**src/csrt_pkg.sv**
```systemverilog
// Shared types and constants of the cycle slot reservation table.
package csrt_pkg;

   localparam int CYCLE_BITS   = 32;
   localparam int WINDOW_SLOTS = 64;
   localparam int SLOT_BITS    = $clog2(WINDOW_SLOTS);
   localparam int MAX_UNITS    = 16;
   localparam int USAGE_BITS   = $clog2(MAX_UNITS + 1);
   localparam int UNITS_BITS   = 5;
   localparam int UNITS_RESET  = 1;

   typedef enum logic [1:0] {
      FUNC_RESERVE = 2'd0,
      FUNC_PROBE   = 2'd1,
      FUNC_ADVANCE = 2'd2,
      FUNC_NOP     = 2'd3
   } func_type;

   typedef enum logic [1:0] {
      STAT_FOUND  = 2'd0,
      STAT_LIMIT  = 2'd1,
      STAT_WINDOW = 2'd2,
      STAT_EARLY  = 2'd3
   } status_type;

   typedef enum logic [2:0] {
      ST_IDLE,
      ST_START,
      ST_READ,
      ST_CHECK,
      ST_DONE
   } state_type;

   // Slot store command from the sequencer.
   typedef struct packed {
      logic                  rd_en;
      logic                  wr_en;
      logic [SLOT_BITS-1:0]  addr;
      logic [USAGE_BITS-1:0] wr_data;
      logic                  clr_en;
      logic                  clr_all;
      logic [SLOT_BITS-1:0]  clr_first;
      logic [SLOT_BITS-1:0]  clr_count;
   } slot_req_type;

endpackage

```
**src/csrt_ram.sv**
```systemverilog
// Generic single-port RAM with registered read data.
module csrt_ram #(
   parameter int WIDTH = 8,
   parameter int DEPTH = 64
) (
   input  logic                     clock,
   input  logic                     en,
   input  logic                     we,
   input  logic [$clog2(DEPTH)-1:0] addr,
   input  logic [WIDTH-1:0]         wdata,
   output logic [WIDTH-1:0]         rdata
);

   logic [WIDTH-1:0] mem [DEPTH];

   always_ff @(posedge clock) begin
      if (en) begin
         if (we) begin
            mem[addr] <= wdata;
         end else begin
            rdata <= mem[addr];
         end
      end
   end

endmodule

```
**src/csrt_slots.sv**
```systemverilog
// Per-cycle usage counters: RAM plus valid bits that make cleared slots read as zero.
module csrt_slots (
   input  logic                            clock,
   input  logic                            reset,
   input  csrt_pkg::slot_req_type          slot_req,
   output logic [csrt_pkg::USAGE_BITS-1:0] usage
);
   import csrt_pkg::*;

   logic [WINDOW_SLOTS-1:0] valid_ff, valid_in;
   logic                    rd_valid_ff;
   logic [USAGE_BITS-1:0]   rdata;
   logic [WINDOW_SLOTS-1:0] clr_mask;
   logic [SLOT_BITS-1:0]    offset [WINDOW_SLOTS];

   csrt_ram #(
      .WIDTH(USAGE_BITS),
      .DEPTH(WINDOW_SLOTS)
   ) u_ram (
      .clock (clock),
      .en    (slot_req.rd_en | slot_req.wr_en),
      .we    (slot_req.wr_en),
      .addr  (slot_req.addr),
      .wdata (slot_req.wr_data),
      .rdata (rdata)
   );

   // Drop the slots of the cycles the base moves past.
   always_comb begin
      for (int i = 0; i < WINDOW_SLOTS; i++) begin
         offset[i]   = SLOT_BITS'(i) - slot_req.clr_first;
         clr_mask[i] = slot_req.clr_en &
                       (slot_req.clr_all | (offset[i] < slot_req.clr_count));
      end
      valid_in = valid_ff & ~clr_mask;
      if (slot_req.wr_en) begin
         valid_in[slot_req.addr] = 1'b1;
      end
   end

   always_ff @(posedge clock) begin
      if (reset) begin
         valid_ff    <= '0;
         rd_valid_ff <= 1'b0;
      end else begin
         valid_ff <= valid_in;
         if (slot_req.rd_en) begin
            rd_valid_ff <= valid_ff[slot_req.addr];
         end
      end
   end

   assign usage = rd_valid_ff ? rdata : '0;

endmodule

```
**src/csrt_engine.sv**
```systemverilog
// Sequencer that walks candidate cycles through one shared subtract/compare unit.
module csrt_engine (
   input  logic                            clock,
   input  logic                            reset,
   input  logic                            req_valid,
   output logic                            req_ready,
   input  csrt_pkg::func_type              req_func,
   input  logic [csrt_pkg::CYCLE_BITS-1:0] req_cycle,
   input  logic [csrt_pkg::CYCLE_BITS-1:0] req_limit,
   input  logic                            req_unlimited,
   input  logic [csrt_pkg::UNITS_BITS-1:0] units,
   output csrt_pkg::slot_req_type          slot_req,
   input  logic [csrt_pkg::USAGE_BITS-1:0] usage,
   output logic                            rsp_valid,
   input  logic                            rsp_ready,
   output logic [csrt_pkg::CYCLE_BITS-1:0] rsp_granted,
   output csrt_pkg::status_type            rsp_status
);
   import csrt_pkg::*;

   state_type             state_ff, state_in;
   func_type              func_ff, func_in;
   logic                  unlim_ff, unlim_in;
   logic [CYCLE_BITS:0]   cand_ff, cand_in;
   logic [CYCLE_BITS:0]   last_ff, last_in;
   logic [CYCLE_BITS-1:0] base_ff, base_in;
   logic [CYCLE_BITS-1:0] grant_ff, grant_in;
   status_type            stat_ff, stat_in;
   logic                  out_valid_ff, out_valid_in;
   logic [CYCLE_BITS-1:0] out_grant_ff, out_grant_in;
   status_type            out_stat_ff, out_stat_in;
   logic [CYCLE_BITS:0]   diff;
   logic [CYCLE_BITS:0]   cand_next;
   logic [USAGE_BITS-1:0] eff_width;
   logic                  req_fire;

   assign req_ready = (state_ff == ST_IDLE);
   assign req_fire  = req_valid & req_ready;

   // Shared unit: candidate minus base, borrow in the top bit.
   assign diff      = {1'b0, cand_ff[CYCLE_BITS-1:0]} - {1'b0, base_ff};
   assign cand_next = cand_ff + 1'b1;
   assign eff_width = (32'(units) > 32'(MAX_UNITS)) ? USAGE_BITS'(MAX_UNITS)
                                                     : USAGE_BITS'(units);

   always_comb begin
      state_in     = state_ff;
      func_in      = func_ff;
      unlim_in     = unlim_ff;
      cand_in      = cand_ff;
      last_in      = last_ff;
      base_in      = base_ff;
      grant_in     = grant_ff;
      stat_in      = stat_ff;
      out_grant_in = out_grant_ff;
      out_stat_in  = out_stat_ff;
      out_valid_in = out_valid_ff & ~rsp_ready;

      slot_req           = '0;
      slot_req.addr      = cand_ff[SLOT_BITS-1:0];
      slot_req.wr_data   = usage + 1'b1;
      slot_req.clr_first = base_ff[SLOT_BITS-1:0];
      slot_req.clr_count = diff[SLOT_BITS-1:0];
      slot_req.clr_all   = |diff[CYCLE_BITS-1:SLOT_BITS];

      unique case (state_ff)
         ST_IDLE: begin
            if (req_fire) begin
               func_in  = req_func;
               unlim_in = req_unlimited;
               cand_in  = {1'b0, req_cycle};
               last_in  = {1'b0, req_cycle} + {1'b0, req_limit};
               grant_in = '0;
               stat_in  = STAT_FOUND;
               state_in = ST_START;
            end
         end
         ST_START: begin
            if (func_ff == FUNC_NOP) begin
               state_in = ST_DONE;
            end else if (diff[CYCLE_BITS]) begin
               stat_in  = STAT_EARLY;
               state_in = ST_DONE;
            end else if (func_ff == FUNC_ADVANCE) begin
               slot_req.clr_en = 1'b1;
               base_in         = cand_ff[CYCLE_BITS-1:0];
               state_in        = ST_DONE;
            end else begin
               state_in = ST_READ;
            end
         end
         ST_READ: begin
            if (cand_ff[CYCLE_BITS] || (|diff[CYCLE_BITS:SLOT_BITS])) begin
               stat_in  = STAT_WINDOW;
               state_in = ST_DONE;
            end else begin
               slot_req.rd_en = 1'b1;
               state_in       = ST_CHECK;
            end
         end
         ST_CHECK: begin
            if (usage < eff_width) begin
               grant_in        = cand_ff[CYCLE_BITS-1:0];
               slot_req.wr_en  = (func_ff == FUNC_RESERVE);
               state_in        = ST_DONE;
            end else if (!unlim_ff && (cand_next > last_ff)) begin
               stat_in  = STAT_LIMIT;
               state_in = ST_DONE;
            end else begin
               cand_in  = cand_next;
               state_in = ST_READ;
            end
         end
         ST_DONE: begin
            // Hold until the output register is free.
            if (!out_valid_ff || rsp_ready) begin
               out_valid_in = 1'b1;
               out_grant_in = grant_ff;
               out_stat_in  = stat_ff;
               state_in     = ST_IDLE;
            end
         end
         default: begin
            state_in = ST_IDLE;
         end
      endcase
   end

   always_ff @(posedge clock) begin
      if (reset) begin
         state_ff     <= ST_IDLE;
         base_ff      <= '0;
         out_valid_ff <= 1'b0;
      end else begin
         state_ff     <= state_in;
         base_ff      <= base_in;
         out_valid_ff <= out_valid_in;
      end
   end

   always_ff @(posedge clock) begin
      func_ff      <= func_in;
      unlim_ff     <= unlim_in;
      cand_ff      <= cand_in;
      last_ff      <= last_in;
      grant_ff     <= grant_in;
      stat_ff      <= stat_in;
      out_grant_ff <= out_grant_in;
      out_stat_ff  <= out_stat_in;
   end

   assign rsp_valid   = out_valid_ff;
   assign rsp_granted = out_grant_ff;
   assign rsp_status  = out_stat_ff;

   a_fire_starts: assert property (@(posedge clock) disable iff (reset)
      req_fire |=> state_ff == ST_START)
      else $error("accepted item did not start the sequencer");

   a_check_in_range: assert property (@(posedge clock) disable iff (reset)
      state_ff == ST_CHECK |-> !cand_ff[CYCLE_BITS])
      else $error("candidate beyond cycle range reached the slot check");

   a_write_reserve: assert property (@(posedge clock) disable iff (reset)
      slot_req.wr_en |-> (state_ff == ST_CHECK) && (func_ff == FUNC_RESERVE))
      else $error("slot written outside a reserve");

   a_zero_grant: assert property (@(posedge clock) disable iff (reset)
      out_valid_ff && (out_stat_ff != STAT_FOUND) |-> out_grant_ff == '0)
      else $error("nonzero granted cycle with failing status");

endmodule

```
**src/cycle_slot_reservation_table.sv**
```systemverilog
// Top level of the cycle slot reservation table.
// Advance, no-op and early-cycle requests go from the input transfer through the start and
// done states; reserve and probe also pass a read and a check state for each candidate slot
// walked, up to the whole window. One item at a time: the next transfer is taken once the
// result sits in the output register; the done state waits while a result there is unaccepted.
// Reset (synchronous): all slots zero, base 0, units_per_cycle 1.
module cycle_slot_reservation_table (
   input  logic        clock,
   input  logic        reset,
   input  logic        req_tvalid,
   output logic        req_tready,
   input  logic [71:0] req_tdata,  // cycle[31:0], search_limit[63:32], unlimited[64], zeros
   input  logic [1:0]  req_tuser,  // func[1:0]
   output logic        rsp_tvalid,
   input  logic        rsp_tready,
   output logic [39:0] rsp_tdata,  // granted_cycle[31:0], status[33:32], zeros
   input  logic        csr_wr_en,
   input  logic [4:0]  csr_wr_data // units_per_cycle
);
   import csrt_pkg::*;

   logic [UNITS_BITS-1:0] units_ff;
   slot_req_type          slot_req;
   logic [USAGE_BITS-1:0] usage;
   logic [CYCLE_BITS-1:0] granted;
   status_type            status;

   always_ff @(posedge clock) begin
      if (reset) begin
         units_ff <= UNITS_BITS'(UNITS_RESET);
      end else if (csr_wr_en) begin
         units_ff <= csr_wr_data;
      end
   end

   csrt_slots u_slots (
      .clock    (clock),
      .reset    (reset),
      .slot_req (slot_req),
      .usage    (usage)
   );

   csrt_engine u_engine (
      .clock         (clock),
      .reset         (reset),
      .req_valid     (req_tvalid),
      .req_ready     (req_tready),
      .req_func      (func_type'(req_tuser)),
      .req_cycle     (req_tdata[31:0]),
      .req_limit     (req_tdata[63:32]),
      .req_unlimited (req_tdata[64]),
      .units         (units_ff),
      .slot_req      (slot_req),
      .usage         (usage),
      .rsp_valid     (rsp_tvalid),
      .rsp_ready     (rsp_tready),
      .rsp_granted   (granted),
      .rsp_status    (status)
   );

   assign rsp_tdata = {6'b0, status, granted};

endmodule
```
**config.mk**
```make
export PLATFORM = sky130hd
export DESIGN_NAME = cycle_slot_reservation_table
export DESIGN_NICKNAME = d
export VERILOG_FILES = /design/src/csrt_pkg.sv /design/src/csrt_ram.sv /design/src/csrt_slots.sv /design/src/csrt_engine.sv /design/src/cycle_slot_reservation_table.sv
export SDC_FILE = /design/constraint.sdc
export NUM_CORES = 1
export LEC_CHECK = 0
export ABC_AREA = 1
export BUFFER_PORTS_ARGS = -buffer_cell sky130_fd_sc_hd__clkbuf_2
export CAP_MARGIN = 20
export CORE_MARGIN = 5
export CORE_UTILIZATION = 60
export CTS_CLUSTER_DIAMETER = 30
export CTS_CLUSTER_SIZE = 30
export DETAILED_ROUTE_END_ITERATION = 12
export GPL_TIMING_DRIVEN = 0
export PLACE_DENSITY = 0.78
export SYNTH_ARGS = -nofsm -noshare
export SYNTH_HDL_FRONTEND = slang
export SYNTH_SLANG_ARGS = --single-unit
export TNS_END_PERCENT = 50
```
**constraint.sdc**
```tcl
create_clock -name clock -period 7.3 [get_ports clock]
set_input_delay 0.365 -clock clock [delete_from_list [all_inputs] [get_ports clock]]
set_output_delay 0.365 -clock clock [all_outputs]
set_load 0.01 [all_outputs]
```
==> results.json, run 1 <==
{
  "vias": 26900,
  "cts.path.max_buffers": 3,
  "leakage_nw": 16.1,
  "status": "finished clean",
  "grt_pass1_vias": 25600,
  "finClkSkew_ns": 0.0613,
  "p_switching_mw": 4.37,
  "multi_input_area_mm2": 0.0133,
  "dp_cells": 4265,
  "gr-usage-all-layers_pct": 32.9,
  "synthArstFlopShare_pct": 0,
  "worst-slew-pin-transition_ns": 1.20,
  "cts_resized": 0,
  "min-delay-start": "csr_wr_en",
  "finalMaxSlewViolations": 0,
  "drc_errors": 0,
  "wl_per_cell_um": 21.8,
  "place.gp.congestion": 0.937,
  "port_buffers": 112,
  "cap_viol_max_count": 0,
  "p_sw_share_pct": 35.7,
  "cts_tree": "yes",
  "p_int_mw": 7.88,
  "rows": 84,
  "cp_top_family": "simple AND/OR/NAND/NOR gates",
  "final_cells": 4454,
  "ir_worst_vdd_v": 0.000274,
  "slew_headroom_pct": 20.0,
  "r2r-start": "u_engine.cand_ff[1]$_DFFE_PP_",
  "syn_avg_cell_area_um2": 9.22,
  "cts.sinks": 568,
  "place_area_mm2": 0.0336,
  "cts-root-buf": "clkbuf_16",
  "seqCellArea_mm2": 0.0160,
  "r2r-end": "u_engine.cand_ff[21]$_DFFE_PP_",
  "worstSetupStartpointType": "flop",
  "setup_viol": 0,
  "drt-total-wl_um": 97000,
  "p_seq_share_pct": 31.5,
  "cpMostUsedCell": "nand2_1",
  "synthToLayoutAreaGrowth_pct": 16.8,
  "drt_first_pass_iters": 6,
  "cp-end-kind": "flop",
  "grt_pass1_wl_um": 146000,
  "grt_max_degree": 47,
  "hold_violations": 0,
  "ys.flop_type": "edfxtp_1",
  "nets": 4012,
  "vias_per_cell": 6.04,
  "min_period_over_period_pct": 66.5,
  "drive_gt1_share_pct": 10.3,
  "synth_seq_cells": 568,
  "fmax_mhz": 206,
  "die-width_um": 240,
  "cellPowerDensity_mw_per_mm2": 330,
  "synthesis.instances": 3447,
  "hp-class": "input port to flop",
  "ys_types": 58,
  "synth_warnings": 0,
  "yosysSeqAreaShare_pct": 50.3,
  "fill_cells": 3748,
  "critPathBufInv": 3,
  "place_hpwl_um": 67700,
  "crit_type": "flop to flop",
  "clkPwrFrac_pct": 38.9,
  "drtAntennaViolNets": 0,
  "fp.dieH_um": 240,
  "r2r_slack_ns": 2.45,
  "whs_path_depth": 3,
  "rr_worst_depth": 25,
  "h-tree-depth": 3,
  "final.setup.tns_ns": 0,
  "finish.instance_area_mm2": 0.0371,
  "rsz0062_at_grt": "false",
  "path_max_fanout": 32,
  "synth_edf_count": 462,
  "design.die.area_mm2": 0.0577,
  "slowest_stage": "edfxtp_1",
  "power_mw": 12.2,
  "slowest_delay_ns": 0.66,
  "synth_area_mm2": 0.0318,
  "cp.required_ns": 7.61,
  "p_comb_share_pct": 29.6,
  "drtIter0Drc": 3976,
  "ios": 126,
  "overflow": 0,
  "core_area_mm2": 0.0526,
  "min_to": "units_ff[1]$_SDFFE_PP0P_",
  "n_antenna_cell": 0,
  "antenna_found_initial": 1,
  "clk_pin_slew_ns": 0.05,
  "min_period_ns": 4.85,
  "arrival_ns": 5.16,
  "cts_buffers": 98,
  "clk_latency_ns": 0.67,
  "initial_core_util_pct": 60.5
}
==> what timing repair did <==
| item | CTS | global route |
|---|---|---|
| hold endpoints to repair | 7 | 0 |
| setup buffers | 0 | 0 |
| hold buffers | 8 | 0 |
==> layer usage <==
metal | vias to the layer above | share of wire [%] | GRT usage [%] | routed length [um]
met2 | 1905 | 43 | 49.2 | 41400
li1 | 12300 | - | - | -
met3 | 383 | 13 | 8.24 | 12500
met1 | 12300 | 39 | 44.9 | 37600
met5 | - | 0 | 0 | 0
met4 | 0 | 5.7 | 16.6 | 5570
==> synth_stat cells, types with 18 or more instances <==
cell type,number,area (um2)
nand2_1,754,2830
inv_1,522,1960
edfxtp_1,462,13900
ha_1,240,3000
nor2_1,236,886
a21oi_1,220,1100
nand4_1,139,870
dfxtp_1,106,2120
o21ai_0,105,526
o21bai_1,91,683
xor2_1,80,701
clkbuf_1,71,267
nand3_1,65,325
a22oi_1,55,413
a221oi_1,45,394
a22o_1,37,324
nor3_1,32,160
buf_2,19,95.1
buf_4,18,135
==> worst register-to-register path: stages, from the launching register on <==
cell      delay, ns
edfxtp_1       0.66
nand2_1        0.22
nor2_4         0.20
nand4_1        0.23
nor2_1         0.20
nand3_1        0.15
nor3_1         0.20
nand3_1        0.17
nor3_2         0.26
nand2_1        0.08
nor2_1         0.12
xor2_1         0.31
inv_1          0.09
ha_1           0.18
nand2_1        0.06
inv_1          0.03
nor2_1         0.07
o21ai_0        0.08
nand4_1        0.08
nand3_1        0.09
a21oi_1        0.23
o211ai_1       0.13
nand2_1        0.16
nand2_1        0.12
a21oi_4        0.19
buf_12         0.22
==> stage by stage <==
step | hold slack (ns) | setup WS [ns] | util, %
after global routing | 0.0611 | 1.97 | 70.7
final | 0.0295 | 2.45 | 70.7
after detailed placement | 0.405 | 2.67 | 63.9
after global placement | 0.401 | -0.400 | 63.2
after floorplan | 0.400 | 1.51 | -
after CTS | 0.0167 | 2.53 | 70.7
==> area by class of cell <==
| cell class | count | share of cell area, % |
|---|---|---|
| Clock inverter | 74 | 2.60 |
| Clock buffer | 107 | 6.78 |
| Buffer | 117 | 1.51 |
| Multi-Input combinational cell | 2227 | 35.9 |
| Timing Repair Buffer | 133 | 2.32 |
| Inverter | 540 | 5.48 |
| Sequential cell | 568 | 43.1 |
| Tap cell | 688 | 2.32 |
==> cells by family after synthesis <==
kind of cell | count (synthesis) | synth area share, %
buf+inv | 657 | 8.16
xor+xnor | 96 | 2.64
fa+ha+maj | 243 | 9.63
flops | 568 | 50.3
other cells | 1 | 0.0118
compound gates | 606 | 12.1
simple gates | 1276 | 17.1
==> placed cells by master (no fill, tap or decap), drive strengths merged, types with 31 or more instances in the layout <==
cell and n:
o21bai 91, buf 59, ha 240, a22oi 55
nand4 139, nor3 35, a21oi 222, nand2 760
edfxtp 462, inv 562, nor2 247, o21ai 109
nand3 68, clkbuf 290, xor2 80, clkinv 31
a221oi 45, a22o 37, dfxtp 106
==> power groups by stage <==
stage                     logic [mW]  registers (mW)  clock network [mW]
after floorplan                 2.37            3.86                   0
after global placement          3.30            3.91                   0
after detailed placement        3.49            3.90                   0
after CTS                       3.55            3.85                4.75
after global routing            4.05            3.86                4.92
final                           3.63            3.86                4.76
==> flip-flops by register name (all words and copies together) (netlist names), 3 cells and up <==
signal                flops
u_slots.u_ram.mem       320
u_slots.valid_ff         64
u_engine.cand_ff         33
u_engine.last_ff         33
u_engine.base_ff         32
u_engine.grant_ff        32
u_engine.rsp_granted     32
u_slots.u_ram.rdata       5
units_ff                  5
u_engine.state_ff         3
==> worst max path at each step <==
stage	slack (ns)	cells past startpoint	from	endpoint
after floorplan	1.51	15	u_engine.base_ff[3]$_SDFFE_PP0P_	u_slots.valid_ff[63]$_SDFF_PP0_
after global placement	-0.40	14	u_engine.base_ff[3]$_SDFFE_PP0P_	u_slots.valid_ff[31]$_SDFF_PP0_
after detailed placement	2.67	21	u_engine.cand_ff[1]$_DFFE_PP_	u_engine.cand_ff[28]$_DFFE_PP_
after CTS	2.53	21	u_engine.cand_ff[1]$_DFFE_PP_	u_engine.cand_ff[21]$_DFFE_PP_
after global routing	1.97	21	u_engine.cand_ff[1]$_DFFE_PP_	u_engine.cand_ff[21]$_DFFE_PP_
final	2.45	25	u_engine.cand_ff[1]$_DFFE_PP_	u_engine.cand_ff[21]$_DFFE_PP_
Power figures use the tool's default switching activity.
==> run 2: changes to the inputs <==
ABC_AREA = 0   (was 1)
clock period = 4.6 ns   (was 7.3 ns; I/O delays follow)
==> run 2 against run 1 <==
Net effect:
- the run now ends with setup timing left
- power rose by 25%
- first-iteration DRC count decreased by 15%
- cell area fell by 3.7%
- worst hold slack better by 0.012 ns
- maximum frequency grew 4.8%
- non-clock buffer count increased by 71
- via count decreased by 10%
- area after synthesis decreased by 6.2%
- clock skew down 0.018 ns
- highest routed layer is now met5
==> results.json, run 2 <==
{
  "hold_violations": 0,
  "cellPowerDensity_mw_per_mm2": 427,
  "synth_edf_count": 462,
  "p_switching_mw": 3.92,
  "synth_seq_cells": 568,
  "place_area_mm2": 0.0315,
  "largest_register_ffs": 320,
  "final_common_cell": "edfxtp_1",
  "fill_cells": 3285,
  "synthesis.instances": 2701,
  "cts_tree": "yes",
  "vias": 24200,
  "p_sw_share_pct": 25.7,
  "cap_viol_max_count": 0,
  "finish.instance_area_mm2": 0.0358,
  "rows": 81,
  "synth_top_area_cell": "edfxtp_1",
  "ios": 126,
  "worstSetupStartpointType": "flop",
  "grt_pass1_wl_um": 137000,
  "drtIter0Drc": 3381,
  "leakage_nw": 14.3,
  "finalMaxSlewViolations": 0,
  "clk_pin_slew_ns": 0.05,
  "cp-end-kind": "flop",
  "grt_busiest_layer": "met2",
  "min_period_ns": 4.63,
  "slew_headroom_pct": 18.4,
  "crit_type": "flop to flop",
  "path_max_fanout": 10,
  "overflow": 0,
  "clkPwrFrac_pct": 49.5,
  "syn_avg_cell_area_um2": 11.0,
  "gr-usage-all-layers_pct": 32.8,
  "n_antenna_cell": 0,
  "synthToLayoutAreaGrowth_pct": 19.9,
  "hp-class": "input port to flop",
  "grt_use_met1_pct": 44.6,
  "cts.sinks": 568,
  "nets": 3307,
  "fmax_mhz": 216,
  "power_mw": 15.3,
  "die-width_um": 233,
  "ys.flop_type": "edfxtp_1",
  "drtAntennaViolNets": 0,
  "yosysSeqAreaShare_pct": 53.6,
  "place_hpwl_um": 62800,
  "worst-slew-pin-transition_ns": 1.19,
  "whs_path_depth": 3,
  "cp.required_ns": 5.04,
  "synth_area_mm2": 0.0298,
  "pre_cts_slack_ns": -1.17,
  "largest-register": "u_slots.u_ram.mem",
  "drt-total-wl_um": 90300,
  "min_period_over_period_pct": 101,
  "final_cell_mix": "edfxtp_1 (462), nand2_1 (256), ha_1 (238), a21oi_1 (191), nor2_1 (162)",
  "grt_max_degree": 55,
  "cts-root-buf": "clkbuf_16",
  "finClkSkew_ns": 0.0433,
  "drt_first_pass_iters": 7,
  "arrival_ns": 5.07,
  "cts_buffers": 94,
  "vias_per_cell": 6.50,
  "reg_top3": "u_slots.u_ram.mem x320, u_slots.valid_ff x64",
  "antenna_found_initial": 4,
  "h-tree-depth": 3,
  "worst_slack_ns": -0.0310,
  "p_seq_share_pct": 37.5,
  "port_buffers": 110,
  "final_cells": 3725,
  "yosysMostFrequentCell": "edfxtp_1",
  "drive_gt1_share_pct": 13.2,
  "setup_viol": 1,
  "p_comb_share_pct": 13.0,
  "synth_area_leaders": "edfxtp_1 (47%), ha_1 (10%), dfxtp_1 (7.1%)",
  "rr_worst_depth": 10,
  "met2_usage_pct": 51.3,
  "place.gp.congestion": 0.985,
  "status": "finished with violations",
  "grt_pass1_vias": 23600,
  "wl_per_cell_um": 24.2,
  "p_int_mw": 11.3,
  "violations": "setup timing",
  "fp.dieH_um": 233,
  "design.die.area_mm2": 0.0543,
  "drc_errors": 0,
  "core_area_mm2": 0.0491,
  "use_met3_pct": 7.83,
  "initial_core_util_pct": 60.8,
  "synthArstFlopShare_pct": 0,
  "dp_cells": 3489,
  "cts.path.max_buffers": 3,
  "synth_top_area_share_pct": 46.5,
  "ir_worst_vdd_v": 0.000334,
  "synth_warnings": 0,
  "clk_latency_ns": 0.66,
  "synth.top_cells.by_count": "edfxtp_1 (462), nand2_1 (260), ha_1 (240)",
  "ys_types": 79
}
-- run 2: changes by cell type after synthesis, sizes merged, moves of 27 or more --
cell     before  now
o2bb2ai       5   32
nand3        68   37
nand2       760  260
nor2        247  166
a22oi        55  153
o21bai       91    8
inv         537  158
xor2         80   34
a21o          1   84
xnor2        16   94
nand4       139   63
and3          2   41
clkbuf       71  108
-- run 2: critical path, cell delays in order (launching register included) --
cell      delay (ns)
edfxtp_1        0.41
buf_6           0.19
clkinv_4        0.15
nor3b_1         0.61
clkbuf_1        0.60
buf_1           0.72
buf_1           0.73
a22oi_1         0.23
a41oi_1         0.37
a21oi_1         0.08
o21ai_0         0.33
-- run 2: kinds of logic (layout without fill, tap and decap cells) --
family | after synthesis | in the layout | share of synthesized area (%)
AO/OA/AOI/OAI | 779 | 779 | 17.5
XOR/XNOR | 128 | 128 | 3.76
adder cells (fa/ha/maj) | 243 | 243 | 10.3
buffers and inverters | 306 | 660 | 4.00
flip-flops | 568 | 568 | 53.6
multiplexers | 8 | 8 | 0.315
other | 1 | 6 | 0.0126
AND/OR/NAND/NOR | 668 | 669 | 10.5
-- run 2: metal layers --
metal  routed length [um]  up-vias  share of wire [%]
met5                   67        -              0.074
met4                 3740        4                4.1
met3                10700      259                 12
met2                40700     1655                 45
met1                35100    11600                 39
li1                     -    10700                  -
-- run 2: final timing paths --
check,from,end,slack (ns)
worst min register to register,u_engine.grant_ff[8]$_SDFFCE_PN0P_,u_engine.rsp_granted[8]$_DFFE_PP_,0.41
worst max register to register,u_engine.cand_ff[1]$_DFFE_PP_,u_slots.u_ram.rdata[0]$_DFFE_PP_,-0.03
worst max-delay path,u_engine.cand_ff[1]$_DFFE_PP_,u_slots.u_ram.rdata[0]$_DFFE_PP_,-0.03
worst min-delay path,req_tdata[57],u_engine.last_ff[25]$_DFFE_PP_,0.04
-- run 2: stage by stage --
step                      hold WS, ns  util [%]  setup TNS, ns
after global placement          0.405      63.7        -270.68
after detailed placement        0.405      64.2        -114.16
after global routing           0.0582      72.9         -0.360
after CTS                      0.0232      72.3              0
after floorplan                 0.329         -              0
final                          0.0416      72.9        -0.0310
-- run 2: timing repair --
item                                    CTS  global route
buffers inserted                          1            19
pin swaps                                 3             6
endpoints found under the hold margin    40             0
gates resized for setup                  35            76
endpoints found under the setup margin  143           128
cloned                                    0             1
hold buffers                             40             0
-- run 2: final cells by class --
type	instances	area, um2	share of cell area (%)
clock inverters	58	801	2.24
multi-input cells	1833	12900	36.1
inverters	162	623	1.74
well taps	664	831	2.32
flip-flops and latches	568	16000	44.7
clock buffers	119	2680	7.48
plain buffers	142	622	1.74
repair buffers	179	1310	3.66
-- run 2: power by group through the flow --
stage	Combinational (mW)	Clock [mW]	Sequential (mW)
global placement	1.72	0	5.83
finish	1.98	7.55	5.73
CTS	1.88	7.54	5.73
detailed placement	1.81	0	5.83
global route	2.16	7.85	5.73
floorplan	1.22	0	5.79
